--- src/tctm_ram.sv ---
// Generic single-port-write, single-port-read synchronous RAM with registered read.
module tctm_ram #(
	parameter int WIDTH = 16,
	parameter int DEPTH = 16,
	parameter int ADDR_W = (DEPTH > 1) ? $clog2(DEPTH) : 1
) (
	input  logic              clk,
	input  logic              we,
	input  logic [ADDR_W-1:0] waddr,
	input  logic [WIDTH-1:0]  wdata,
	input  logic              re,
	input  logic [ADDR_W-1:0] raddr,
	output logic [WIDTH-1:0]  rdata
);

	logic [WIDTH-1:0] mem_q [DEPTH];

	// Write port.
	always_ff @(posedge clk) begin
		if (we) begin
			mem_q[waddr] <= wdata;
		end
	end

	// Registered read port.
	always_ff @(posedge clk) begin
		if (re) begin
			rdata <= mem_q[raddr];
		end
	end

endmodule

--- config.mk ---
export PLATFORM = sky130hd
export DESIGN_NAME = tctm_ram
export DESIGN_NICKNAME = d
export VERILOG_FILES = /design/src/tctm_ram.sv
export SDC_FILE = /design/constraint.sdc
export NUM_CORES = 1
export LEC_CHECK = 0
export BUFFER_PORTS_ARGS = -buffer_cell sky130_fd_sc_hd__buf_2
export CAP_MARGIN = 20
export CORE_MARGIN = 2
export CORE_UTILIZATION = 57
export CTS_BUF_LIST = sky130_fd_sc_hd__clkbuf_2
export DETAILED_ROUTE_END_ITERATION = 10
export GPL_ROUTABILITY_DRIVEN = 0
export PLACE_DENSITY = 0.77
export SLEW_MARGIN = 10
export SYNTH_ARGS = -nofsm -noshare
export SYNTH_HDL_FRONTEND = slang
export SYNTH_SLANG_ARGS = --single-unit
export TNS_END_PERCENT = 10
--- constraint.sdc ---
create_clock -name clk -period 2.65 [get_ports clk]
set_input_delay 0.53 -clock clk [delete_from_list [all_inputs] [get_ports clk]]
set_output_delay 0.53 -clock clk [all_outputs]
set_load 0.02 [all_outputs]
* After elaboration in Yosys (flattened, before gate mapping)
Memories as Yosys holds them, arrays and structs flattened. A register that Yosys moved wholly into a read port is not among the register bits. Index checks and enable logic that the tools add are counted.
Operators by class: muxes and demuxes 2
Operator list (count):
- 1-bit two-way mux | 2
Word-level totals: register bits 0, RAM bits 256, output and inout port bits 16, memories 1
Memory list:
- mem_q | depth 16, bits a word 16, read ports 1, clocked after memory_dff 1, wr ports 1, line 16 | logic [WIDTH-1:0] mem_q [DEPTH];

* Logic depth before layout (Yosys ltp)
Gate-level depths: netlist of the first run.
word-level depth 2, depth in mapped cells 5, depth with buffers taken out 3

* Worst setup path before layout of the first run
OpenSTA, ideal clock, no wires.
path type input -> register, start point in waddr[2], end point mem mem_q[0][0], enable pin, library setup time 0.409 ns, data arrival time 2.176 ns, path slack 0.065 ns, stages on the path 2, path buffers 0, path through or3b_2 nor3_1
RTL lines:
- from (decl) | line 9 | input logic [ADDR_W-1:0] waddr,
- to (decl) | line 16
No word-level cell before the write port.

* Worst setup path after layout of the first run
start point reg rdata[10] (read register of mem_q), end point out rdata[10]
RTL lines:
- from (decl) | line 13 | output logic [WIDTH-1:0] rdata
No word-level cell between the ends.

==> results of run 1 <==
## cells in the mapped netlist, drive strengths merged
cell    count  area, um2
or3b        1       8.76
nor2       13       48.8
nand2      17       63.8
nand3       1       5.00
nor3        4       20.0
edfxtp    272       8170
nor2b       2       12.5
buf        13       93.8
a22oi      32        240
nand3b      2       15.0
mux4       64       1480
and2        1       6.26
nand2b      2       12.5
clkbuf      8       30.0
## layer usage
metal / share of wire / wire, um / up-vias / GRT usage
met2: 0.49 / 9570 / 207 / 0.333
met4: 0.019 / 378 / 0 / 0.0788
li1: - / - / 2117 / -
met3: 0.074 / 1450 / 27 / 0.0537
met1: 0.41 / 8060 / 2542 / 0.313
met5: 0 / 0 / - / 0
## metrics by stage
step | setup slack, ps | hold slack (ps) | cells | power (W) | util
2_1_floorplan | 64.9 | 629 | 432 | 0.00522 | -
3_5_place_dp | 515 | 731 | 704 | 0.00540 | 0.623
5_1_grt | 590 | -11.1 | 807 | 0.00808 | 0.656
4_1_cts | 620 | 0.529 | 806 | 0.00783 | 0.656
3_3_place_gp | 537 | 731 | 704 | 0.00538 | 0.623
6_report | 715 | 69.6 | 808 | 0.00775 | 0.656
## state kept, by name, summed over array words and instances, names as in the netlist
name   count
mem_q    256
rdata     16
## report_power, final
part           total [W]  internal (W)  leakage (nW)  switching [W]
registers        0.00486       0.00484          2.47      0.0000251
logic           0.000441      0.000182         0.957       0.000259
clock network    0.00245       0.00102         0.394        0.00143
total            0.00775       0.00604          3.82        0.00172
## cell families (layout without fill, tap and decap cells)
logic type	Yosys count	after routing	synth area share
multiplexers	64	64	0.145
other	0	2	0
buffers and inverters	21	170	0.0121
flip-flops	272	272	0.800
AND/OR/NAND/NOR	43	43	0.0189
AO/OA/AOI/OAI	32	32	0.0235
## area by class of cell
class                           count  area share
Multi-Input combinational cell    139       0.172
Antenna cell                        2    0.000438
Clock buffer                       82      0.0359
Clock inverter                     16     0.00986
Sequential cell                   272       0.715
Tap cell                          225      0.0246
Timing Repair Buffer               72      0.0425
## worst paths after layout
| check | end | cells past startpoint |
|---|---|---|
| hold / removal | mem_q[12][3]$_DFFE_PP_ | 1 |
| setup / recovery | rdata[10] | 1 |
| hold reg to reg | rdata[10]$_DFFE_PP_ | 3 |
| setup reg to reg | rdata[11]$_DFFE_PP_ | 3 |
==> flow_summary.ini, run 1 <==
[route]
via_per_inst = 6.06
wire_per_inst_um = 24.1
ant_nets = 0
drt_iter0_markers = 529
first_pass_iters = 5
drc = 0
vias = 4893
routed_wl_mm = 19.5

[grt]
grt_pass1_wl_mm = 29.2
grt_max_degree = 65
first_global_vias = 5094
grt-ovfl-total = 0
grt_antenna_before_repair = 1
gr-usage-all-layers = 0.218

[finish]
finish.net_count = 571
drive_above_1_share = 0.386
stdcell_area_um2 = 11400
area_delta_synth_final_pct = 12.0
multi_input_comb_area_um2 = 1960
final_common_cell = edfxtp_1
regArea_um2 = 8170
final_cell_mix = 272 x edfxtp_1, 82 x clkbuf_2, 54 x mux4_2
fill_cells = 1135

[timing]
setup_violations = 0
skew_ps = 34.3
rsz0062_at_grt = false
min_period_ps = 1940
period_share = 0.730
finalHoldViolations = 0
drv_slew = 0
fmax_mhz = 517
slew_headroom = 0.631
worst_pin_slew_ps = 554
tns_ps = 0

[worst_setup_path]
worstPathRequired_ps = 2120
critPathBufInv = 1
crit_path_top_delay_cell = edfxtp_1
path_cells = buf_2
critical_path_class = reg2out
start_kind = register
r2r_start = mem_q[9][11]$_DFFE_PP_
r2r_slack_ps = 1180
crit_path_end_kind = primary output
critical-path-max-stage-delay_ps = 430
startpoint = rdata[10]$_DFFE_PP_
cpLargestDelayFamily = flip-flops
cp.arrival_ps = 1410
crit_fanout = 1

[clock_tree]
post-cts-setup-buffer-count = 0
clockRootBuffer = clkbuf_2
cts_num_sinks = 272
cts_resized = 0
clock_path_buffers = 3
tritoncts = built
cts_hold_buf = 4
clkLatencyLatePin_ps = 800
numCtsBuffers = 59
ctsHtreeMaxLevel = 2
path_clk_slew_ps = 110

[pwr]
vdd_drop_max_uv = 299
p_leak_nw = 3.82
p_per_area_nw_per_um2 = 679

[run_status]
status = finished clean

[worst_hold_path]
min_from = wdata[3]
hold_class = in2reg

[die]
dieArea_um2 = 19000
start_util = 0.586
core_area_um2 = 17400
die_h_um = 138
rows = 48
die_w_um = 138
io_pins = 43

[synthesis]
ys_ff_latch = 272
synthCells = 432
synth_nets = 459
avgSynthCellArea_um2 = 23.6
seq_area_frac_synth = 0.800
synth_area_um2 = 10200
ys_warn_count = 0
yosysUniqueCellTypes = 18

[place]
hpwl_mm = 10.8
io_buffers = 42
placed_cell_area_um2 = 10900

[flow_run]
max_cap_viol_count = 0
No activity file was read; power rests on OpenSTA's default activity.
==> inputs of run 2 (changes only) <==
--- a/config.mk
+++ b/config.mk
@@ -5,14 +5,15 @@
 export SDC_FILE = /design/constraint.sdc
 export NUM_CORES = 1
 export LEC_CHECK = 0
+export ABC_AREA = 1
 export BUFFER_PORTS_ARGS = -buffer_cell sky130_fd_sc_hd__buf_2
 export CAP_MARGIN = 20
 export CORE_MARGIN = 2
-export CORE_UTILIZATION = 57
+export CORE_UTILIZATION = 58
 export CTS_BUF_LIST = sky130_fd_sc_hd__clkbuf_2
 export DETAILED_ROUTE_END_ITERATION = 10
 export GPL_ROUTABILITY_DRIVEN = 0
-export PLACE_DENSITY = 0.77
+export PLACE_DENSITY = 0.78
 export SLEW_MARGIN = 10
 export SYNTH_ARGS = -nofsm -noshare
 export SYNTH_HDL_FRONTEND = slang
==> constraint.sdc (replaced) <==
create_clock -name clk -period 1.7 [get_ports clk]
set_input_delay 0.34 -clock clk [delete_from_list [all_inputs] [get_ports clk]]
set_output_delay 0.34 -clock clk [all_outputs]
set_load 0.02 [all_outputs]
==> run 2 against run 1 <==
Compared with the run above:
- the flow now finishes with violations (setup timing)
- combinational power increased by 120%
- hold slack worse by 20 ps
- highest routed layer unchanged
- critical path type unchanged
- largest power group unchanged
- wire length grew 37%
==> flow_summary.ini, run 2 <==
[timing]
rsz0062_at_grt = true
slew_headroom = 0.407
period_share = 1.07
skew_ps = 70.6
setup_ws_ps = -118
min_period_ps = 1820
worst_pin_slew_ps = 888
setup_violations = 11
drv_slew = 0
holdWs_ps = 49.9
tns_ps = -600
finalHoldViolations = 0
fmax_mhz = 550

[die]
rows = 51
die_h_um = 145
dieArea_um2 = 21000
start_util = 0.591
core_area_um2 = 19500
io_pins = 43
die_w_um = 145

[synthesis]
synthAdderAreaFrac = 0
synthSimpleGateAreaFrac = 0.201
synthCells = 1074
seq_area_frac_synth = 0.708
synth_top_cell_by_area = edfxtp_1
synth_area_um2 = 11500
yosys_most_used_dff = edfxtp_1
synth_top_family_by_area = simple AND/OR/NAND/NOR gates
synth_most_common_cell = nand2_1
yosysUniqueCellTypes = 12
synth.area.top_cells = edfxtp_1 71%, nand2_1 11%, nand3_1 8.4%
synth_top_area_frac = 0.708
synth_edf_count = 272
ys_ff_latch = 272
avgSynthCellArea_um2 = 10.7
ys_warn_count = 0
synthTopCellsByCount = 341 x nand2_1, 272 x edfxtp_1, 196 x inv_1
synthMuxAreaShare = 0
synth_compound_area_frac = 0
synth_nets = 1101
ys_async_sr_fraction = 0
synthXorXnorAreaFrac = 0

[finish]
area_delta_synth_final_pct = 14.1
final_cell_mix = 341 x nand2_1, 272 x edfxtp_1, 196 x inv_1
reg_top3 = mem_q (256), rdata (16)
top_register = mem_q
finalNonFillerCells = 1508
finish.net_count = 1215
final_common_cell = nand2_1
drive_above_1_share = 0.164
largest_reg_flops = 256

[clock_tree]
ctsHtreeMaxLevel = 3
numCtsBuffers = 69
clockRootBuffer = clkbuf_2
clkLatencyLatePin_ps = 820
path_clk_slew_ps = 110
tritoncts = built
cts_num_sinks = 272
clock_path_buffers = 3

[worst_setup_path]
crit_path_end_kind = primary output
crit_path_top_delay_cell = edfxtp_1
startpoint = rdata[5]$_DFFE_PP_
cp.arrival_ps = 1480
critical_path_class = reg2out
critical-path-max-stage-delay_ps = 480
worstPathRequired_ps = 1360
cpLargestDelayFamily = flip-flops
r2r_slack_ps = 590
r2r_start = mem_q[6][3]$_DFFE_PP_
path_cells = buf_6
critPathBufInv = 1
crit_fanout = 1
start_kind = register

[grt]
grt_antenna_before_repair = 3
gr-usage-all-layers = 0.257
grt_pass1_wl_mm = 41.0
grt-ovfl-total = 0
grt_max_degree = 73
first_global_vias = 7889

[pwr]
p_leak_nw = 5.76
vdd_drop_max_uv = 591
p_per_area_nw_per_um2 = 973

[place]
hpwl_mm = 14.5
dp.cells = 1366
io_buffers = 42

[route]
first_pass_iters = 6
routed_wl_mm = 26.6
wire_per_inst_um = 17.6
vias = 8008
drt_iter0_markers = 935
drc = 0
via_per_inst = 5.31
ant_nets = 0

[run_status]
status = finished, violations left
violations = setup timing

[worst_hold_path]
min_from = re
hold_class = in2reg

[flow_run]
max_cap_viol_count = 0
## run 2: changes by cell type in the layout (fill, tap and decap cells not counted), sizes merged, moves of 12 or more
cell,previous run,this run
a22oi,32,0
clkbuf,82,100
dlygate4sd3,4,16
inv,1,200
mux4,64,0
nand2,17,341
nand3,1,193
## run 2: final cells by class
| cell class | count | area, um2 |
|---|---|---|
| clock inverters | 22 | 113 |
| flip-flops and latches | 272 | 8170 |
| fillers | 1449 | 6360 |
| multi-input cells | 553 | 2360 |
| diodes | 4 | 10.0 |
| clock buffers | 100 | 500 |
| repair buffers | 94 | 937 |
| inverters | 198 | 744 |
| well taps | 265 | 332 |
## run 2: worst paths after layout
| check | to | cells after the start |
|---|---|---|
| max | rdata[5] | 1 |
| min | rdata[2]$_DFFE_PP_ | 1 |
| max reg2reg | rdata[3]$_DFFE_PP_ | 6 |
| min reg2reg | rdata[5]$_DFFE_PP_ | 6 |
## run 2: routing by layer
| layer | GRT usage | vias up | share of wire |
|---|---|---|---|
| met1 | 0.336 | 3681 | 0.38 |
| met2 | 0.412 | 486 | 0.48 |
| li1 | - | 3758 | - |
| met4 | 0.111 | 0 | 0.031 |
| met3 | 0.0689 | 83 | 0.11 |
| met5 | 0 | - | 0 |
## run 2: through the flow
step	utilization	cell area, um2	total power [W]	worst slack [ps]
after global placement	0.633	12400	0.00863	120
final	0.674	13200	0.0128	-118
after floorplan	-	11500	0.00828	60.4
after detailed placement	0.633	12400	0.00866	92.0
after CTS	0.674	13200	0.0129	-177
after global routing	0.674	13200	0.0133	-169
## run 2: kinds of logic after synthesis
kind of cell	Yosys count
DFF	272
buffers and inverters	249
and+or+nand+nor	553
## run 2: repair_timing
item,in CTS,in global routing
resized for setup,4,2
endpoints found under the setup margin,16,16
hold buffers,16,0
buffers inserted,0,0
pin swaps,0,0
hold endpoints to repair,256,0
## run 2: power breakdown
group / internal, W / leakage, nW / switching, W
Combinational: 0.000312 / 2.81 / 0.000652
Clock: 0.00173 / 0.478 / 0.00253
Sequential: 0.00754 / 2.47 / 0.0000516
