### src/tctm_pkg.sv
// Shared types, codes and helpers of the transposed-convolution tile MAC.
package tctm_pkg;

	// Fixed field widths of the stream words, the result limit and the bias shift.
	localparam int VALUE_W = 16;
	localparam int SUM_W = 32;
	localparam int CHAN_W = 4;
	localparam int RESULT_LIMIT = 16;
	localparam int CFG_W = 5;
	localparam int FRAC_SHIFT = 12;

	// Operation codes carried in the input tuser.
	typedef enum logic [1:0] {
		OP_WEIGHT = 2'd0,
		OP_BIAS   = 2'd1,
		OP_TILE   = 2'd2
	} op_t;

	// Configuration register indexes.
	typedef enum logic {
		REG_IN_CHANNELS  = 1'b0,
		REG_OUT_CHANNELS = 1'b1
	} reg_idx_t;

	// Sequencer states.
	typedef enum logic [1:0] {
		ST_IDLE,
		ST_WAIT,
		ST_RUN,
		ST_DRAIN
	} seq_state_t;

	// One multiply-accumulate beat travelling beside the memory read data.
	typedef struct packed {
		logic              valid;
		logic              first;
		logic              last;
		logic              term;
		logic              last_chan;
		logic [CHAN_W-1:0] chan;
	} beat_t;

	// Status of the datapath as seen by the sequencer.
	typedef struct packed {
		logic busy;
		logic out_full;
	} mac_status_t;

	// Index width for a store of n entries, never below one bit.
	function automatic int idx_w(input int n);
		return (n > 1) ? $clog2(n) : 1;
	endfunction

endpackage

### src/tctm_mac.sv
// Multiply-accumulate datapath with saturation and the result output register.
module tctm_mac #(
	parameter int MAX_CHAN = 16,
	parameter int KERNEL = 4
) (
	input  logic                         clk,
	input  logic                         arst_n,
	input  tctm_pkg::beat_t              beat_s1,
	input  logic [tctm_pkg::VALUE_W-1:0] w_rdata,
	input  logic [tctm_pkg::VALUE_W-1:0] t_rdata,
	input  logic [tctm_pkg::VALUE_W-1:0] b_rdata,
	output logic                         m_tvalid,
	input  logic                         m_tready,
	output logic [tctm_pkg::SUM_W-1:0]   m_tdata,
	output logic [tctm_pkg::CHAN_W-1:0]  m_tuser,
	output logic                         m_tlast,
	output tctm_pkg::mac_status_t        status
);
	import tctm_pkg::*;

	localparam int ACC_W = SUM_W + 1 + $clog2(MAX_CHAN * KERNEL * KERNEL + 1);
	localparam logic signed [ACC_W-1:0] SAT_HI = {{(ACC_W-SUM_W){1'b0}}, 1'b0, {(SUM_W-1){1'b1}}};
	localparam logic signed [ACC_W-1:0] SAT_LO = {{(ACC_W-SUM_W){1'b1}}, 1'b1, {(SUM_W-1){1'b0}}};

	beat_t                     beat_s2;
	logic signed [SUM_W-1:0]   prod_s2;
	logic [VALUE_W-1:0]        bias_s2;
	logic signed [ACC_W-1:0]   acc_q;
	logic signed [ACC_W-1:0]   base;
	logic signed [ACC_W-1:0]   addend;
	logic signed [ACC_W-1:0]   acc_d;
	logic [SUM_W-1:0]          sat;
	logic                      out_valid_q;
	logic [SUM_W-1:0]          sum_q;
	logic [CHAN_W-1:0]         chan_q;
	logic                      last_q;

	// Product stage.
	always_ff @(posedge clk) begin
		prod_s2 <= $signed(w_rdata) * $signed(t_rdata);
		bias_s2 <= b_rdata;
	end

	always_ff @(posedge clk or negedge arst_n) begin
		if (!arst_n) begin
			beat_s2 <= '0;
		end else begin
			beat_s2 <= beat_s1;
		end
	end

	// Accumulate; the first beat of a channel starts from the aligned bias.
	assign base = beat_s2.first
		? {{(ACC_W-VALUE_W-FRAC_SHIFT){bias_s2[VALUE_W-1]}}, bias_s2, {FRAC_SHIFT{1'b0}}}
		: acc_q;
	assign addend = beat_s2.term ? {{(ACC_W-SUM_W){prod_s2[SUM_W-1]}}, prod_s2} : '0;
	assign acc_d  = base + addend;

	// Saturate once to the 32-bit result range.
	always_comb begin
		if (acc_d > SAT_HI) begin
			sat = SAT_HI[SUM_W-1:0];
		end else if (acc_d < SAT_LO) begin
			sat = SAT_LO[SUM_W-1:0];
		end else begin
			sat = acc_d[SUM_W-1:0];
		end
	end

	always_ff @(posedge clk) begin
		if (beat_s2.valid) begin
			acc_q <= acc_d;
		end
	end

	// Output register; the sequencer never lets a result arrive while it is full.
	always_ff @(posedge clk or negedge arst_n) begin
		if (!arst_n) begin
			out_valid_q <= 1'b0;
		end else if (beat_s2.valid && beat_s2.last) begin
			out_valid_q <= 1'b1;
		end else if (m_tready) begin
			out_valid_q <= 1'b0;
		end
	end

	always_ff @(posedge clk) begin
		if (beat_s2.valid && beat_s2.last) begin
			sum_q  <= sat;
			chan_q <= beat_s2.chan;
			last_q <= beat_s2.last_chan;
		end
	end

	assign m_tvalid = out_valid_q;
	assign m_tdata  = sum_q;
	assign m_tuser  = chan_q;
	assign m_tlast  = last_q;

	assign status.busy     = beat_s1.valid || beat_s2.valid;
	assign status.out_full = out_valid_q;

endmodule

### config.mk
export PLATFORM = sky130hd
export DESIGN_NAME = tctm_mac
export DESIGN_NICKNAME = d
export VERILOG_FILES = /design/src/tctm_pkg.sv /design/src/tctm_mac.sv
export SDC_FILE = /design/constraint.sdc
export NUM_CORES = 1
export LEC_CHECK = 0
export BUFFER_PORTS_ARGS = -buffer_cell sky130_fd_sc_hd__buf_2
export CORE_MARGIN = 2
export CORE_UTILIZATION = 65
export CTS_BUF_LIST = sky130_fd_sc_hd__clkbuf_4
export DETAILED_ROUTE_END_ITERATION = 10
export GPL_TIMING_DRIVEN = 1
export PLACE_DENSITY = 0.91
export SKIP_LAST_GASP = 1
export SLEW_MARGIN = 5
export SYNTH_ARGS = -nofsm -noshare
export SYNTH_HDL_FRONTEND = slang
export SYNTH_SLANG_ARGS = --single-unit
### constraint.sdc
create_clock -name clk -period 5.4 [get_ports clk]
set_clock_uncertainty 0.2 [all_clocks]
set_input_delay 0.81 -clock clk [delete_from_list [all_inputs] [get_ports clk]]
set_output_delay 0.81 -clock clk [all_outputs]
set_load 0.02 [all_outputs]
Word-level counts from Yosys, hierarchy flattened:

Index checks and enable logic that the tools add are counted.

* logic and storage cells: 25
* input port bits: 60
* bits in registers: 137
* output and inout port bits: 40

* order comparisons: 2
* reductions and logical operators: 3
* muxes and demuxes: 5
* multipliers: 1
* add/subtract/negate cells: 1

Operator list (count)
* $mux W42: 2
* $add A42 B42 Y42: 1
* $gt A42 B32 Y1 const B: 1
* $lt A42 B32 Y1 const B: 1
* $mul A16 B16 Y32: 1
* $mux W32: 1
* $mux W1: 2
* $reduce_bool A2 Y1: 1
* $logic_and A1 B1 Y1: 1
* $logic_or A1 B1 Y1: 1

Longest topological paths before layout:

* depth in word-level cells: 4
* gate-level depth with buffers: 26
* depth with buffers taken out: 25

Worst setup path after synthesis:

No wires, ideal clock.

* path type: input to register
* start: in w_rdata[8] in the netlist's numbering
* end: reg prod_s2[30]
* arrival: 6.555 ns
* data required time: 5.074 ns
* library setup time: 0.126 ns
* slack: -1.482 ns
* path buffers: 1
* cell stages on the path: 23
* cell sequence: clkbuf_1 -> nand2_1 -> fa_1 -> inv_1 -> fa_1 -> fa_1 -> fa_1 -> fa_1 -> inv_1 -> fa_1 -> inv_1 -> ha_1 -> a21o_1 -> a21oi_1 -> o21ai_0 -> a21o_1 -> o21a_1 -> o31a_1 -> nor4_1 -> nor3b_1 -> nor3_1 -> a22oi_1 -> xor2_1

* word-level cells in the longest chain between the ends: 1

RTL lines
* from (decl): RTL line tctm_mac.sv:9 `input logic [tctm_pkg::VALUE_W-1:0] w_rdata,`
* $mul A16 B16 Y32: RTL line tctm_mac.sv:40 `prod_s2 <= $signed(w_rdata) * $signed(t_rdata);`
* to (signal assigned): RTL line tctm_mac.sv:40
* to (decl): RTL line tctm_mac.sv:26 `logic signed [SUM_W-1:0] prod_s2;`

Every way passes these cells.
A chain may end at the register's enable or synchronous reset.

Worst setup path after layout:

* start: in t_rdata[4] in the netlist's numbering
* end: reg prod_s2[30]

* word-level cells in the longest chain between the ends: 1

RTL lines
* from (decl): RTL line tctm_mac.sv:10 `input logic [tctm_pkg::VALUE_W-1:0] t_rdata,`
* $mul A16 B16 Y32: RTL line tctm_mac.sv:40

Every way passes these cells.

==> run_results.csv <==
group,metric,value,unit
status,result_of_the_run,"finished with violations",
status,violated_checks,"setup timing",
placed_design,buffer_ports.inserted,99,
yosys,ys_seq_elements,137,
grt,grt_pass1_vias,13430,
clock_tree,clk_path_buf_depth,2,
floorplanning,start_util,0.6610,
floorplanning,core_area,25180,sq um
setup_path,worst-path-max-fanout,12,
drt,dr_total_vias,13020,
setup_path,timing.critical_path.arrival,6.64,ns
grt,grt_max_degree,45,
setup_path,reg2regPathDepth,15,
flow_run,max-cap-violations,0,
drt,final_antenna_net_count,0,
clock_tree,tritoncts,"built",
timing,worst_slew_pin_slew,0.5895,ns
setup_path,reg2reg_setup_slack,0.25,ns
drt,detail_route.drc_violations,0,
clock_tree,htree_levels,4,
setup_path,critical_r2r_capture,"m_tdata[27]",
floorplanning,dieHeight,164.0,um
timing,setup_tns,-9.789,ns
drt,initialDrtViolationCount,1100,
worst_hold_path,holdCritStartpoint,"b_rdata[4]",
yosys,ys_seq_area_frac,0.2153,
finish,fill_cells,1363,
drt,avgViaCountPerCell,5.651,
clock_tree,cts.reportedPaths.clkPinSlew,0.13,ns
timing,finalHoldViolations,0,
timing,layout_worst_path_cycle_share,1.173,
yosys,ys_warn_count,0,
yosys,yosys.cell_types.count,69,
floorplanning,placement_rows,58,
worst_hold_path,hold-path-endpoint,"bias_s2[4]",
timing,worst_slack,-0.9345,ns
worst_hold_path,worstHoldPathCells,1,
setup_path,crit_required,5.70,ns
clock_tree,num_clock_sinks,137,
setup_path,worstSetupStartpointType,"primary input",
yosys,netlist_instances,1704,
floorplanning,die-area,26910,sq um
clock_tree,cts-root-buf,"clkbuf_4",
finish,fin_nets,2406,
worst_hold_path,hp-class,"in -> reg",
yosys,synth_fp_nets,2150,
setup_path,r2r-start,"beat_s2[7]",
floorplanning,num_io_pins,100,
timing,setup_viol,19,
timing,final.min_clock_period,6.335,ns
yosys,synthFlopType,"edfxtp_1",
setup_path,timing.setup.critical_path_class,"in -> reg",
floorplanning,die_w,164.0,um
timing,timing.slew.headroom,0.6070,
setup_path,crit_start,"t_rdata[4]",
placed_design,post-dp-hpwl,32620,um
grt,number_of_antenna_violations_at_the_first_check_in_global_routing,1,
timing,final-max-slew-violation-count,0,
yosys,summed_instance_area_of_the_synthesized_netlist,16650,sq um
grt,sum_of_overflow_across_all_layers_after_global_routing,0,
finish,layout-area-overhead-vs-synth,19.90,%
clock_tree,clock_insertion_delay_worst_skew,0.57,ns
drt,post_drt_wl_per_cell,18.55,um
grt,wire_length_of_the_first_global_routing_pass,65150,um
placed_design,gp_routability_congestion,0.8977,
finish,final_layout_size_suffix_gt1_frac,0.2433,
yosys,ys_async_sr_fraction,0.07299,
clock_tree,numCtsBuffers,17,
drt,first_pass_iters,6,
yosys,synth-edff-count,79,
setup_path,worst_setup_path_end_kind,"register",
yosys,synthesis.area_per_instance,9.769,sq um
drt,routed_wirelength,42730,um
timing,grt_setup_unrepaired,"true",
timing,max_freq,157.9,MHz
timing,hold-worst-slack,0.1382,ns
grt,grtUsageTotal,0.3115,
==> metrics by stage <==
stage	util	cell area [sq um]	instances	setup slack (ns)
floorplan	-	16920	1704	-1.162
global placement	0.7437	18730	2241	-1.447
detailed placement	0.7437	18730	2241	-1.646
CTS	0.7786	19610	2293	-0.7753
global route	0.7926	19960	2304	-1.081
finish	0.7926	19960	2304	-0.9345
==> registers in the layout, summed over array words and instances, names as in the netlist <==
register,flops
bias_s2,16
m_tdata,32
prod_s2,32
m_tvalid,1
m_tuser,4
m_tlast,1
acc_q,42
beat_s2,9
==> synth_stat cells (3+ instances only) <==
cell type,instances,area (sq um)
nor2b_1,14,87.58
o31ai_1,3,22.52
nand2b_1,8,50.05
o211ai_1,5,37.54
nand3_1,3,15.01
o21a_1,14,105.1
o21bai_1,14,105.1
fa_1,263,5265
and2_1,156,975.9
buf_4,3,22.52
and4_2,3,30.03
edfxtp_1,79,2372
clkbuf_1,42,157.7
nand2_1,155,581.8
nor2_1,36,135.1
ha_1,123,1539
buf_6,6,67.56
nand4_1,9,56.30
nor3_1,7,35.03
xnor2_1,57,499.2
a21boi_0,3,22.52
a21o_1,34,255.2
a31oi_1,6,37.54
dfxtp_1,48,960.9
o21ai_1,30,150.1
a21o_2,4,35.03
a211oi_1,7,52.55
inv_1,381,1430
o31a_1,4,35.03
dfrtp_1,10,250.2
xor2_1,17,148.9
mux2_2,15,168.9
o21ai_0,42,210.2
a21oi_1,58,290.3
==> worst max-delay path: stages <==
cell and delay [ns]:
buf_6 0.12, and2_1 0.17, fa_1 0.53, inv_1 0.05, fa_1 0.46, fa_1 0.49, inv_1 0.05, fa_1 0.45
fa_1 0.49, inv_1 0.05, fa_1 0.50, inv_2 0.05, ha_4 0.28, buf_4 0.12, nand4_1 0.25, o21ai_4 0.28
o2111a_1 0.28, o21a_1 0.15, o31a_1 0.22, nor4_4 0.06, nor3b_1 0.29, nor3_2 0.08, a22oi_1 0.20, xor2_1 0.17
==> how the worst max path moves through the flow <==
| stage | slack (ns) | cells past startpoint | to |
|---|---|---|---|
| finish | -0.93 | 24 | prod_s2[30] |
| global route | -1.08 | 25 | prod_s2[31] |
| CTS | -0.78 | 24 | prod_s2[30] |
| detailed placement | -1.65 | 23 | prod_s2[30] |
| global placement | -1.45 | 22 | prod_s2[30] |
| floorplan | -1.16 | 22 | prod_s2[30] |
==> layout by cell type (no fill, tap or decap), drive strengths merged, types with 15 or more instances in the layout <==
master,count
inv,393
buf,292
fa,263
and2,157
nand2,155
ha,123
edfxtp,79
o21ai,72
a21oi,59
xnor2,57
dfxtp,48
a21o,38
nor2,36
xor2,17
clkbuf,17
mux2,15
==> area by class of cell <==
class / instances / area (sq um) / share of cell area
Clock buffer: 17 / 127.6 / 0.006394
Clock inverter: 15 / 176.4 / 0.008839
Sequential cell: 137 / 3586 / 0.1797
Tap cell: 330 / 412.9 / 0.02069
Timing Repair Buffer: 294 / 2364 / 0.1184
Antenna cell: 1 / 2.502 / 0.0001254
Multi-Input combinational cell: 1128 / 11850 / 0.5937
Inverter: 382 / 1441 / 0.07222
==> kinds of logic after synthesis <==
group | Yosys count | synth area share
AOI/OAI and AO/OA | 242 | 0.09486
xor gates and xnor gates | 74 | 0.03894
adders and majority gates | 386 | 0.4087
buffers and inverters | 439 | 0.1042
DFF | 137 | 0.2153
muxes | 15 | 0.01015
and+or+nand+nor | 411 | 0.1279
==> metal layers <==
metal / up-vias / global-route usage / share of wire
met5: - / 0 / 0
met4: 0 / 0.1108 / 0.042
met3: 169 / 0.03460 / 0.069
met2: 670 / 0.5647 / 0.51
met1: 6367 / 0.3863 / 0.38
li1: 5815 / - / -
==> what timing repair did <==
action,CTS,global route
endpoints found under the setup margin,20,51
setup buffers,20,14
gates resized for setup,134,79
gates cloned,1,0
endpoints found under the hold margin,10,0
hold buffers,1,0
pin swaps,77,60
Power is left out: the tool's default activity adds up to more than one toggle a clock period on the data nets, which glitch-free logic cannot reach.
