### src/tctm_pkg.sv
// Shared types, codes and helpers of the transposed-convolution tile MAC.
package tctm_pkg;

	// Fixed field widths of the stream words, the result limit and the bias shift.
	localparam int VALUE_W = 16;
	localparam int SUM_W = 32;
	localparam int CHAN_W = 4;
	localparam int RESULT_LIMIT = 16;
	localparam int CFG_W = 5;
	localparam int FRAC_SHIFT = 12;

	// Operation codes carried in the input tuser.
	typedef enum logic [1:0] {
		OP_WEIGHT = 2'd0,
		OP_BIAS   = 2'd1,
		OP_TILE   = 2'd2
	} op_t;

	// Configuration register indexes.
	typedef enum logic {
		REG_IN_CHANNELS  = 1'b0,
		REG_OUT_CHANNELS = 1'b1
	} reg_idx_t;

	// Sequencer states.
	typedef enum logic [1:0] {
		ST_IDLE,
		ST_WAIT,
		ST_RUN,
		ST_DRAIN
	} seq_state_t;

	// One multiply-accumulate beat travelling beside the memory read data.
	typedef struct packed {
		logic              valid;
		logic              first;
		logic              last;
		logic              term;
		logic              last_chan;
		logic [CHAN_W-1:0] chan;
	} beat_t;

	// Status of the datapath as seen by the sequencer.
	typedef struct packed {
		logic busy;
		logic out_full;
	} mac_status_t;

	// Index width for a store of n entries, never below one bit.
	function automatic int idx_w(input int n);
		return (n > 1) ? $clog2(n) : 1;
	endfunction

endpackage

### src/tctm_seq.sv
// Input decode, store write addressing, configuration and the burst sequencer.
module tctm_seq #(
	parameter int MAX_CHAN = 16,
	parameter int KERNEL = 4,
	parameter int WA_W = 12,
	parameter int TA_W = 8,
	parameter int BA_W = 4
) (
	input  logic                      clk,
	input  logic                      arst_n,
	input  logic                      s_tvalid,
	output logic                      s_tready,
	input  logic [31:0]               s_tdata,
	input  logic [1:0]                s_tuser,
	input  logic                      s_tlast,
	input  logic                      cfg_we,
	input  logic                      cfg_index,
	input  logic [tctm_pkg::CFG_W-1:0] cfg_wdata,
	input  tctm_pkg::mac_status_t     status,
	output logic                      w_we,
	output logic [WA_W-1:0]           w_waddr,
	output logic [WA_W-1:0]           w_raddr,
	output logic                      t_we,
	output logic [TA_W-1:0]           t_waddr,
	output logic [TA_W-1:0]           t_raddr,
	output logic                      b_we,
	output logic [BA_W-1:0]           b_waddr,
	output logic [BA_W-1:0]           b_raddr,
	output logic                      rd_en,
	output tctm_pkg::beat_t           beat_s1
);
	import tctm_pkg::*;

	localparam int KK = KERNEL * KERNEL;
	localparam int CNT_W = $clog2(MAX_CHAN + 1);
	localparam int K_W = idx_w(KK);
	localparam int OUT_TOP = (MAX_CHAN < RESULT_LIMIT) ? MAX_CHAN : RESULT_LIMIT;

	logic [3:0] in_chan;
	logic [3:0] out_chan;
	logic [1:0] row;
	logic [1:0] col;
	logic       in_acc;
	logic       ic_ok;
	logic       oc_ok;
	logic       pos_ok;
	logic       trigger;

	logic [CFG_W-1:0] cfg_in_q;
	logic [CFG_W-1:0] cfg_out_q;
	logic [CNT_W-1:0] nin_clamp;
	logic [CNT_W-1:0] nout_clamp;

	seq_state_t       state_q;
	seq_state_t       state_d;
	logic [CNT_W-1:0] nin_q;
	logic [CNT_W-1:0] nout_q;
	logic [CNT_W-1:0] o_q;
	logic [CNT_W-1:0] i_q;
	logic [K_W-1:0]   k_q;

	logic issue;
	logic beat_first;
	logic beat_last;
	logic k_end;
	logic chan_end;

	// Field unpacking of the input word.
	assign in_chan  = s_tdata[3:0];
	assign out_chan = s_tdata[7:4];
	assign row      = s_tdata[9:8];
	assign col      = s_tdata[11:10];

	assign s_tready = (state_q == ST_IDLE);
	assign in_acc   = s_tvalid && s_tready;
	assign ic_ok    = 32'(in_chan) < MAX_CHAN;
	assign oc_ok    = 32'(out_chan) < MAX_CHAN;
	assign pos_ok   = (32'(row) < KERNEL) && (32'(col) < KERNEL);
	assign trigger  = in_acc && (s_tuser == OP_TILE) && s_tlast;

	// Store writes; the weight is placed with its window mirrored.
	assign w_we = in_acc && (s_tuser == OP_WEIGHT) && ic_ok && oc_ok && pos_ok;
	assign t_we = in_acc && (s_tuser == OP_TILE) && ic_ok && pos_ok;
	assign b_we = in_acc && (s_tuser == OP_BIAS) && oc_ok;
	assign w_waddr = WA_W'((32'(in_chan) * MAX_CHAN + 32'(out_chan)) * KK
		+ (KERNEL - 1 - 32'(row)) * KERNEL + (KERNEL - 1 - 32'(col)));
	assign t_waddr = TA_W'((32'(in_chan) * KERNEL + 32'(row)) * KERNEL + 32'(col));
	assign b_waddr = BA_W'(out_chan);

	// Configuration registers.
	always_ff @(posedge clk or negedge arst_n) begin
		if (!arst_n) begin
			cfg_in_q  <= CFG_W'(1);
			cfg_out_q <= CFG_W'(1);
		end else if (cfg_we) begin
			case (cfg_index)
				REG_IN_CHANNELS:  cfg_in_q <= cfg_wdata;
				REG_OUT_CHANNELS: cfg_out_q <= cfg_wdata;
				default: ;
			endcase
		end
	end

	// Channel counts clamped to the store size and the result limit.
	assign nin_clamp  = CNT_W'((32'(cfg_in_q) > MAX_CHAN) ? MAX_CHAN : 32'(cfg_in_q));
	assign nout_clamp = CNT_W'((32'(cfg_out_q) > OUT_TOP) ? OUT_TOP : 32'(cfg_out_q));

	// Read addressing of the current beat.
	assign w_raddr = WA_W'((32'(i_q) * MAX_CHAN + 32'(o_q)) * KK + 32'(k_q));
	assign t_raddr = TA_W'(32'(i_q) * KK + 32'(k_q));
	assign b_raddr = BA_W'(o_q);

	assign k_end      = (k_q == K_W'(KK - 1));
	assign beat_first = (i_q == '0) && (k_q == '0);
	assign beat_last  = (nin_q == '0) || (k_end && (CNT_W'(i_q + 1'b1) == nin_q));
	assign chan_end   = (CNT_W'(o_q + 1'b1) == nout_q);

	// Next state and beat issue.
	always_comb begin
		state_d = state_q;
		issue   = 1'b0;
		case (state_q)
			ST_IDLE: begin
				if (trigger && (nout_clamp != '0)) begin
					state_d = ST_WAIT;
				end
			end
			ST_WAIT: begin
				if (!status.out_full) begin
					state_d = ST_RUN;
				end
			end
			ST_RUN: begin
				issue = 1'b1;
				if (beat_last) begin
					state_d = ST_DRAIN;
				end
			end
			ST_DRAIN: begin
				if (!status.busy) begin
					state_d = chan_end ? ST_IDLE : ST_WAIT;
				end
			end
			default: state_d = ST_IDLE;
		endcase
	end

	assign rd_en = issue;

	// State register.
	always_ff @(posedge clk or negedge arst_n) begin
		if (!arst_n) begin
			state_q <= ST_IDLE;
		end else begin
			state_q <= state_d;
		end
	end

	// Loop counters over output channel, input channel and window position.
	always_ff @(posedge clk or negedge arst_n) begin
		if (!arst_n) begin
			nin_q  <= '0;
			nout_q <= '0;
			o_q    <= '0;
			i_q    <= '0;
			k_q    <= '0;
		end else begin
			if (state_q == ST_IDLE && trigger) begin
				nin_q  <= nin_clamp;
				nout_q <= nout_clamp;
				o_q    <= '0;
				i_q    <= '0;
				k_q    <= '0;
			end else if (issue) begin
				if (beat_last) begin
					i_q <= '0;
					k_q <= '0;
				end else if (k_end) begin
					k_q <= '0;
					i_q <= CNT_W'(i_q + 1'b1);
				end else begin
					k_q <= K_W'(k_q + 1'b1);
				end
			end else if (state_q == ST_DRAIN && !status.busy && !chan_end) begin
				o_q <= CNT_W'(o_q + 1'b1);
			end
		end
	end

	// Beat descriptor, aligned with the memory read data.
	always_ff @(posedge clk or negedge arst_n) begin
		if (!arst_n) begin
			beat_s1 <= '0;
		end else begin
			beat_s1.valid     <= issue;
			beat_s1.first     <= beat_first;
			beat_s1.last      <= beat_last;
			beat_s1.term      <= (nin_q != '0);
			beat_s1.last_chan <= chan_end;
			beat_s1.chan      <= CHAN_W'(o_q);
		end
	end

endmodule

### config.mk
export PLATFORM = sky130hd
export DESIGN_NAME = tctm_seq
export DESIGN_NICKNAME = d
export VERILOG_FILES = /design/src/tctm_pkg.sv /design/src/tctm_seq.sv
export SDC_FILE = /design/constraint.sdc
export NUM_CORES = 1
export LEC_CHECK = 0
export BUFFER_PORTS_ARGS = -buffer_cell sky130_fd_sc_hd__buf_2
export CAP_MARGIN = 20
export CORE_UTILIZATION = 45
export DETAILED_ROUTE_END_ITERATION = 10
export PLACE_DENSITY = 0.86
export SLEW_MARGIN = 20
export SYNTH_ARGS = -nofsm -noshare
export SYNTH_HDL_FRONTEND = slang
export SYNTH_SLANG_ARGS = --single-unit
### constraint.sdc
create_clock -name clk -period 6.3 [get_ports clk]
set_clock_uncertainty 0.2 [all_clocks]
set_input_delay 0 -clock clk [delete_from_list [all_inputs] [get_ports clk]]
set_output_delay 0 -clock clk [all_outputs]
set_load 0.02 [all_outputs]
---- Word level (Yosys, flattened, before mapping) ----
Index checks and enable logic that the tools add are counted.
storage, ports and cells
  register bits after elaboration ......... 45
  latch bits .............................. 0
  bits in writable memories ............... 0
  bits in read-only memories .............. 0
  input port bits ......................... 47
  logic and storage cells ................. 92
  memories ................................ 0
operators by class
  add/sub/neg operators ................... 13
  multipliers ............................. 0
  div/mod/pow operators ................... 0
  order comparisons ....................... 2
  equality and inequality tests ........... 13
  shifts and indexed selects .............. 0
  multiplexer cells ....................... 20
  bitwise logic cells ..................... 1
  reductions and logical operators ........ 29
operator list
  operator               count
  $mux W5                9
  $add A8 B4 Y8          2
  $mux W4                4
  $add A12 B3 Y12        1
  $add A12 B4 Y12        1
  $add A12 B5 Y12        1
  $logic_and A1 B1 Y1    11
  $add A5 B1 Y5 const B  2
  $eq A5 B5 Y1           2
  $gt A5 B5 Y1 const B   2
  $logic_not A5 Y1       2
  $reduce_bool A5 Y1     2
  $add A8 B2 Y8          1
  $add A8 B5 Y8          1
  $mux W2                4
  $pmux W2 S4            1
  $reduce_and A2 Y1      4
  $add A6 B2 Y6          1
  $eq A2 B2 Y1 const B   3
  $ne A2 B2 Y1 const B   3
  $sub A2 B2 Y3 const A  2
  $add A4 B1 Y4 const B  1
  $eq A2 B1 Y1 const B   2
  $eq A4 B4 Y1 const B   1
  10 further kinds       15

---- Longest topological paths before layout ----
Gate-level depths: netlist of the first run.
  depth in word-level cells ............... 7
  gate-level depth with buffers ........... 8
  depth with buffers taken out ............ 8

---- Least setup slack after synthesis of the first run ----
No wires, ideal clock.
  kind .................................... reg2reg
  start ................................... register state_q[0]
  end ..................................... register o_q[4]
  library setup time ...................... 0.069 ns
  arrival time ............................ 2.055 ns
  required time ........................... 6.031 ns
  setup slack ............................. 3.976 ns
  cell stages (with the launch flop) ...... 9
  buffers on the path ..................... 1
  cell sequence ........................... dfrtp_1 > inv_1 > ha_1 > buf_4 > nor3b_1 > and2_1 > a22oi_4 > or4_1 > nand3_1
between the ends
  elaborated cells between the ends (all ways) .. 14
  those cells by class .................... eq/ne: 3; mux: 2; reduce/logical: 9
RTL lines
  item                                RTL line         RTL
  start: declaration                  tctm_seq.sv:54   seq_state_t state_q;
  start signal: assignment            tctm_seq.sv:155  state_q <= state_d;
  $eq A2 B2 Y1                        tctm_seq.sv:122  case (state_q)
  $mux W1                             tctm_seq.sv:122
  named net rd_en                     tctm_seq.sv:29   output logic rd_en,
  $ne A2 B1 Y1 (no source line)       -
  $reduce_and A2 Y1 (no source line)  -
  end signal: assignment              tctm_seq.sv:185  o_q <= CNT_W'(o_q + 1'b1);
  end: declaration                    tctm_seq.sv:58   logic [CNT_W-1:0] o_q;
The timed path passes the listed nets, and every way through them passes these cells.
A chain may end at the register's enable or synchronous reset.

---- Worst setup path in the final report of the first run ----
  start ................................... register state_q[1]
  end ..................................... register state_q[0]
between the ends
  longest elaborated chain between the ends .. 7
  elaborated cells between the ends (all ways) .. 14
  those cells by class .................... eq/ne: 7; mux: 1; reduce/logical: 6
RTL lines
  item                                RTL line                         RTL
  $logic_not A2 Y1                    tctm_seq.sv:74, tctm_seq.sv:122
  $logic_and A1 B1 Y1                 tctm_seq.sv:75                   assign in_acc = s_tvalid && s_tready;
  $logic_and A1 B1 Y1 (2 in series)   tctm_seq.sv:79                   assign trigger = in_acc && (s_tuser == OP_TILE) && s_tlast;
  $logic_and A1 B1 Y1                 tctm_seq.sv:124                  if (trigger && (nout_clamp != '0)) begin
  $ne A2 B1 Y1 (no source line)       -
  $reduce_and A4 Y1 (no source line)  -
Parallel ways exist; a longest one is shown, timed or not.

==> results of run 1 <==
routing by layer:
layer  vias up  GRT usage  part of all wire
met5         -          0                 0
met4         0    0.06429             0.012
met3         7    0.03429             0.050
met2        75     0.3068              0.49
met1       983     0.2170              0.45
li1        997          -                 -
state kept, by name, indices dropped and copies added, names as in the netlist:
name       count
nin_q          5
beat_s1        9
k_q            4
cfg_out_q      5
cfg_in_q       5
nout_q         5
o_q            5
i_q            5
state_q        2
path summary, 6_finish.rpt:
path                                      to        start  cells past startpoint  slack, ns
worst max-delay path              state_q[0]   state_q[1]                      7       3.68
worst min-delay path             cfg_in_q[3]       arst_n                      2       0.02
worst max register to register    state_q[0]   state_q[1]                      7       3.68
max in group asynchronous       cfg_out_q[0]       arst_n                      2       5.49
worst min register to register    beat_s1[1]       o_q[1]                      0       0.29
min in group clk                  t_waddr[0]  s_tdata[10]                      2       0.03
cell families after synthesis:
| group | share of synthesized area |
|---|---|
| adder cells (fa/ha/maj) | 0.05497 |
| XOR/XNOR | 0.05543 |
| AND/OR/NAND/NOR | 0.1942 |
| flip-flops | 0.4132 |
| AO/OA/AOI/OAI | 0.09024 |
| buffers and inverters | 0.1388 |
| multiplexers | 0.05314 |
cells in the mapped netlist, types with 6 or more instances:
| library cell | n |
|---|---|
| sky130_fd_sc_hd__dfrtp_1 | 43 |
| sky130_fd_sc_hd__buf_4 | 42 |
| sky130_fd_sc_hd__nand2_1 | 37 |
| sky130_fd_sc_hd__inv_1 | 14 |
| sky130_fd_sc_hd__ha_1 | 12 |
| sky130_fd_sc_hd__mux2_2 | 12 |
| sky130_fd_sc_hd__nand3_1 | 12 |
| sky130_fd_sc_hd__o21ai_0 | 8 |
| sky130_fd_sc_hd__a21oi_1 | 7 |
| sky130_fd_sc_hd__nor2_1 | 7 |
| sky130_fd_sc_hd__xor2_1 | 7 |
| sky130_fd_sc_hd__nand3b_1 | 6 |
per-stage QoR:
step	area, sq um	hold slack, ns	util	std cells	total power, mW
2_1_floorplan	2731	-0.4956	-	273	0.9259
3_3_place_gp	2819	-0.1998	0.4790	367	0.9910
3_5_place_dp	2819	-0.1998	0.4790	367	1.014
4_1_cts	3139	0.03079	0.5334	398	1.227
5_1_grt	3142	0.04204	0.5338	398	1.309
6_report	3142	0.01751	0.5338	398	1.219
final cells by class:
class                           count  area [sq um]  area share
Clock buffer                        8         90.09     0.02867
Inverter                           14         52.55     0.01673
Sequential cell                    45          1129      0.3592
Tap cell                           75         93.84     0.02987
Multi-Input combinational cell    169          1224      0.3895
Timing Repair Buffer               87         553.0      0.1760
power breakdown:
group / internal, mW / total (mW) / switching [mW]
clock: 0.0895 / 0.184 / 0.0943
combinational: 0.237 / 0.575 / 0.338
sequential: 0.378 / 0.460 / 0.0827
==> results summary, run 1 <==
Leaving out fill and tap cells, the most frequent cells in the layout are 63 x sky130_fd_sc_hd__buf_2, 43 x sky130_fd_sc_hd__dfrtp_1, 37 x sky130_fd_sc_hd__nand2_1. The floorplan step defined a die boundary enclosing 6386 sq um. The number of instances in the synthesized netlist came out at 273. The final-report setup violation count is 0.

Leaving out fill and tap cells, the most frequent cell in the layout is sky130_fd_sc_hd__buf_2. Buffers inserted to repair hold after CTS numbered 23. The aggregate global routing overflow came out at 0.

The maximum ir drop on the vdd rail is 0.1650 mV. Averaged over all synthesized cells, the footprint is 10.01 sq um. The number of remaining DRC errors came out at 0. The number of sinks handled by clock tree synthesis came out at 45. The category of the most critical setup path is flip-flop to flip-flop. The async set-reset flop share out of synthesis is 1.000.

The repair_antennas step left the layout with diodes totalling 0. Counting both buffers and inverters, the worst setup path holds a total of 1. The per-cell via count in the routed design came out at 5.181.

The floorplan die height came out at 79.91 um. The run finished with clean final reports. The worst setup path is launched from a flip-flop. Yosys mapped a number of flops with a built-in enable equal to 0. Entering global routing, the biggest net connects 46 pins.

The number of nets produced by synthesis is 332. The slowest stage of the critical path is the sky130_fd_sc_hd__dfrtp_1 cell. From synthesis to final layout, the design area changed by 15.03%. In the global route stage, overall resource usage came out at 0.1769. The later-pin clock latency in the skew report came out at 0.30 ns.

Clock-pin slew was measured on the worst setup and hold paths at 0.08 ns. The part of the Yosys area used for sequential elements is 0.4132. The worst hold path belongs to the class input port to asynchronous set/reset pin. The count of buffers added on input and output ports is 64. The worst setup slack after placement came out at 3.672 ns.

The H-tree generated during clock tree synthesis spans 2 levels. The average wire length per cell after detail routing is 13.16 um. The first-pass GRT wire length came out at 8721 um.

The total area inside the core boundary comes to 5886 sq um. The tree is rooted in a sky130_fd_sc_hd__clkbuf_8. The remaining max-slew budget at the tightest pin came out at 0.4729. The top-level port count came out at 109. The ratio of cells with drive above 1 in the final layout is 0.2941. Row generation in the floorplan step produced 28 rows. Power spread over the standard cell area amounts to 388.1 nW/um^2. The initial antenna violation count came out at 0. The slew at the pin closest to its max-slew limit came out at 0.7906 ns.

The via total after detailed routing came out at 2,062. TritonCTS built the clock tree. The initial core utilization is 0.4641.

Buffers inserted during clock tree synthesis total 5. Walking the worst path, the cells encountered are inv_1 -> ha_1 -> and4b_1 -> nand2_1 -> o21ai_0 -> o211ai_2 -> o41a_1. The horizontal extent of the die came out at 79.91 um.

Fill cells in the final layout number 543. The synthesis warning total is 0. In this run the worst path has a maximum fanout of 20. The post-DP HPWL came out at 3615 um.

The max-capacitance violation count is 0. The largest area contributor in the synthesized netlist is sky130_fd_sc_hd__dfrtp_1. The number of global-route vias before repair is 1,983. Adding up every negative setup slack in the final design gives 0 ns.

The number of DRC violations after detailed-routing iteration 0 is 103. The maximum clock rate is 0.3815 GHz. The total routed wirelength came out at 5236 um. Buffers added to address setup during post-CTS repair amount to 0. The fraction of the cycle the final worst path needs is 0.4161. Ranked by total cell area, the synthesized netlist is headed by sky130_fd_sc_hd__dfrtp_1 39%, sky130_fd_sc_hd__buf_4 12%, sky130_fd_sc_hd__ha_1 5.5%. Once the clock tree was built, the resizer swapped 0 gates to a different size. The first detailed-routing pass ran for 4 iterations. Setup slack on the critical path of the routed design comes to 3.679 ns. The weighted congestion at the end of routability-driven global placement is 0.8053. Of the post-synthesis cell area, the dominant cell type holds 0.3940. The area of the mapped netlist came out at 2731 sq um. Summed over all cells, the static leakage comes to 1.506 nW. The smallest clock period supported by the final layout is computed as 2.621 ns.

The worst endpoint required time came out at 6.28 ns. The number of pins exceeding their max-slew limit in the final report is 0. The number of antenna-violating nets in the routed design is 0.

The endpoint type of the worst setup path is a flip-flop. The total of flip-flops plus latches after synthesis came out at 45. The number of buffers on the longest clock path came out at 2. Setup repair after global routing left no endpoint under its margin. The kind of cell with the highest combined delay along the critical path is compound AO/OA/AOI/OAI gates. The final hold violation count came to 0. The peak per-stage delay on the critical path is 0.43 ns. The post-synthesis cell type count is 50. The post-layout net count came out at 381. For this run, the leading register cell type out of synthesis is sky130_fd_sc_hd__dfrtp_1. The critical path data arrival time came out at 2.60 ns.
Power figures use the tool's default switching activity.
==> run 2, diff against run 1 <==
==> constraint.sdc (replaced) <==
create_clock -name clk -period 2.74 [get_ports clk]
set_clock_uncertainty 0.2 [all_clocks]
set_input_delay 0 -clock clk [delete_from_list [all_inputs] [get_ports clk]]
set_output_delay 0 -clock clk [all_outputs]
set_load 0.02 [all_outputs]
==> run 2 against run 1 <==
Against the previous run:
- via count is 1.2% lower
- register-to-register slack worse by 3.3 ns
- clock power grew to 3.2 times the previous value
- total power rose by 140%
- first-iteration DRC count rose by 14%
- worst setup slack got worse by 3.3 ns
- combinational power up 130%
- critical path depth did not move
- maximum frequency is 9.0% higher
- die area unchanged
- routed wire length down 0.82%
- critical path type unchanged
- largest cell class unchanged
==> results summary, run 2 (synthesis results as in run 1) <==
The slew at the pin closest to its max-slew limit came to 0.6057 ns (was 0.7906 ns). The horizontal extent of the die is 79.91 um (unchanged). The post-synthesis to final-layout area growth was 17.09% (was 15.03%). The path type of the worst min-delay path is input port to asynchronous set/reset pin (unchanged). The floorplan die height is 79.91 um (unchanged). The ratio of total power to cell area is 929.4 nW/um^2 (was 388.1 nW/um^2). The core footprint is 5886 sq um (unchanged). The maximum clock rate was 0.4157 GHz (was 0.3815 GHz).

The maximum number of pins on one net before global-route repair came out at 46 (unchanged). Leading cell types in the layout, fill and taps excluded: 63 x sky130_fd_sc_hd__buf_2, 43 x sky130_fd_sc_hd__dfrtp_1, 37 x sky130_fd_sc_hd__nand2_1 (unchanged). The area of placed instances came out at 2841 sq um (was 2819 sq um). The full die area came out at 6386 sq um (unchanged). The endpoint type of the worst setup path is a flip-flop (unchanged). The count of TritonRoute iterations in the first routing pass came to 4 (unchanged). The ratio of cells with drive above 1 in the final layout came to 0.3077 (was 0.2941).

The clock group share of total power came out at 0.197 (was 0.151). The worst endpoint required time came out at 2.71 ns (was 6.28 ns). The post-DP HPWL is 3730 um (was 3615 um).

The number of antenna repair diodes is 0 (unchanged). The initial antenna violation count came out at 0 (unchanged). The cell type of the slowest stage on the worst timing path is sky130_fd_sc_hd__dfrtp_1 (unchanged). The per-cell via count in the routed design is 5.095 (was 5.181).

The clock tree from TritonCTS is done (unchanged). The clock-pin transition on the worst setup and hold timing paths came out at 0.09 ns (was 0.08 ns). The count of buffers inserted at the top-level ports is 64 (unchanged).

The share of the core filled with cells in the final layout came out at 0.5434 (was 0.5338). The net switching power figure came out at 1.193 mW (was 0.5154 mW). The average wire length per cell after detail routing was 12.98 um (was 13.16 um).

The worst setup path startpoint is i_q[0] (was state_q[1]). The kind of start point of the critical path is a flip-flop (unchanged). The standby leakage power came out at 1.540 nW (was 1.506 nW). The maximum fanout along the worst path is 7 (was 20).

The final-report setup violation count is 0 (unchanged). The number of pins exceeding their max-slew limit in the final report is 0 (unchanged). Cell-by-cell listing of the critical path: inv_1 -> ha_1 -> xnor2_1 -> nand3_1 -> nor4_4 -> o211ai_2 -> o41a_1 (was inv_1 -> ha_1 -> and4b_1 -> nand2_1 -> o21ai_0 -> o211ai_2 -> o41a_1). The final critical path time including I/O delays and setup was 2.406 ns (was 2.621 ns). The met2 demand-to-capacity share in global routing was 0.2991 (was 0.3068).

The max-capacitance violation count came out at 0 (unchanged). The number of sinks handled by clock tree synthesis came to 45 (unchanged). The summed negative setup slack over all endpoints came out at 0 ns (unchanged). The switching share of total power is 0.4014 (was 0.4227). The category of the most critical setup path was flip-flop to flip-flop (unchanged). The initial core utilization is 0.4641 (unchanged). The first-pass GRT wire length came out at 8535 um (was 8721 um). The number of antenna-violating nets in the routed design is 0 (unchanged).

The startpoint of the lowest-slack register-to-register path is i_q[0] (was state_q[1]). The top-level port count was 109 (unchanged). The peak per-stage delay on the critical path is 0.49 ns (was 0.43 ns).

The number of buffers on the longest clock path came to 2 (unchanged). The count of standard-cell rows came out at 28 (unchanged). The most common library cell in the layout ignoring fill and taps was sky130_fd_sc_hd__buf_2 (unchanged).

The post-layout instance area is 3198 sq um (was 3142 sq um). The logic gate share of total power came to 0.447 (was 0.472). The maximum ir drop on the vdd rail is 0.5279 mV (was 0.1650 mV). The critical path data arrival time is 2.38 ns (was 2.60 ns).

The cell chosen for the clock root is sky130_fd_sc_hd__clkbuf_8 (unchanged). The number of flip-flops in the largest register came out at 9 (unchanged). The final hold violation count is 0 (unchanged). The fraction of the cycle the final worst path needs came out at 0.8780 (was 0.4161). The number of DRC violations after detailed-routing iteration 0 came out at 117 (was 103). The total routed wirelength came out at 5193 um (was 5236 um). The global-route met1 utilization is 0.2113 (was 0.2170). The weighted congestion at the end of routability-driven global placement was 0.7949 (was 0.8053).

The remaining max-slew budget at the tightest pin came out at 0.5962 (was 0.4729). The number of remaining DRC errors came out at 0 (unchanged). The total power after layout came out at 2.972 mW (was 1.219 mW).

The cell-internal power came out at 1.779 mW (was 0.7040 mW). RSZ-0062 raised after global routing: false (unchanged). The aggregate global routing overflow is 0 (unchanged). The via total after detailed routing is 2,038 (was 2,062). The number of global-route vias before repair came out at 1,901 (was 1,983). The cell depth of the worst flop-to-flop path came to 7 (unchanged).

The reg-to-reg critical path endpoint is state_q[0] (unchanged). The layer carrying the most global-route usage is met2 (unchanged). The reg-to-reg setup timing slack came out at 0.33 ns (was 3.68 ns). Outcome: finished clean (unchanged). The total CTS buffers is 5 (unchanged). The relative contribution of sequential cells to total power came out at 0.357 (was 0.377).

The later-pin clock latency in the skew report came to 0.30 ns (about the same). The number of H-tree levels came out at 2 (unchanged). The register ranked first by flip-flop count was beat_s1 (unchanged). The post-cts gate resize count came out at 0 (unchanged). The overall fraction of global-route tracks in use came out at 0.1723 (was 0.1769). The post-layout net count is 383 (was 381).

The met3 usage in global routing came out at 0.04229 (was 0.03429).
[run 2: cell types whose count changed in the layout (fill, tap and decap cells not counted), sizes merged]
cell / before / now
buf: 64 / 67
bufinv: 0 / 2
clkbuf: 8 / 5
clkinv: 0 / 1
dlygate4sd3: 23 / 22
[run 2: how the worst max path moves through the flow]
stage	to	slack, ns
2_1_floorplan	o_q[4]	0.42
3_3_place_gp	state_q[0]	0.46
3_5_place_dp	state_q[0]	0.36
4_1_cts	state_q[0]	0.33
5_1_grt	state_q[0]	0.15
6_report	state_q[0]	0.33
[run 2: routing by layer]
metal | routed length [um] | part of all wire
met5 | 0 | 0
met4 | 42 | 0.0081
met3 | 289 | 0.056
met2 | 2512 | 0.48
met1 | 2348 | 0.45
[run 2: final cells by class]
type / instances / area, sq um
timing repair buffer: 89 / 565.5
inverter: 14 / 52.55
clock inverter: 3 / 65.06
fill: 518 / 2688
multi-input combinational: 169 / 1224
clock buffer: 5 / 68.82
tap: 75 / 93.84
sequential: 45 / 1129
[run 2: what timing repair did]
item / in CTS / in global routing
hold buffers: 22 / 0
buffers inserted: 0 / 0
endpoints found under the hold margin: 72 / 0
[run 2: critical path, delay by kind of cell (launching register included)]
family	cells	cell delay (ns)
and+or+nand+nor	2	0.44
DFF	1	0.49
buffers and inverters	1	0.10
xor gates and xnor gates	1	0.18
AOI/OAI and AO/OA	2	0.54
adders and majority gates	1	0.33
[run 2: per-stage QoR]
| stage | instances | setup slack [ns] | hold WS (ns) |
|---|---|---|---|
| finish | 400 | 0.3342 | 0.02842 |
| global route | 400 | 0.1479 | 0.04786 |
| CTS | 400 | 0.3288 | 0.03236 |
| detailed placement | 370 | 0.3590 | -0.1998 |
| global placement | 370 | 0.4567 | -0.1998 |
| floorplan | 273 | 0.4161 | -0.4956 |
[run 2: power groups by stage]
stage                     Sequential (mW)  Clock (mW)  Combinational (mW)
final                                1.06       0.584                1.33
after global routing                 1.09       0.629                1.47
after CTS                            1.06       0.600                1.33
after detailed placement             1.08           0                1.27
after global placement               1.06           0                1.23
after floorplan                      1.12           0                1.01
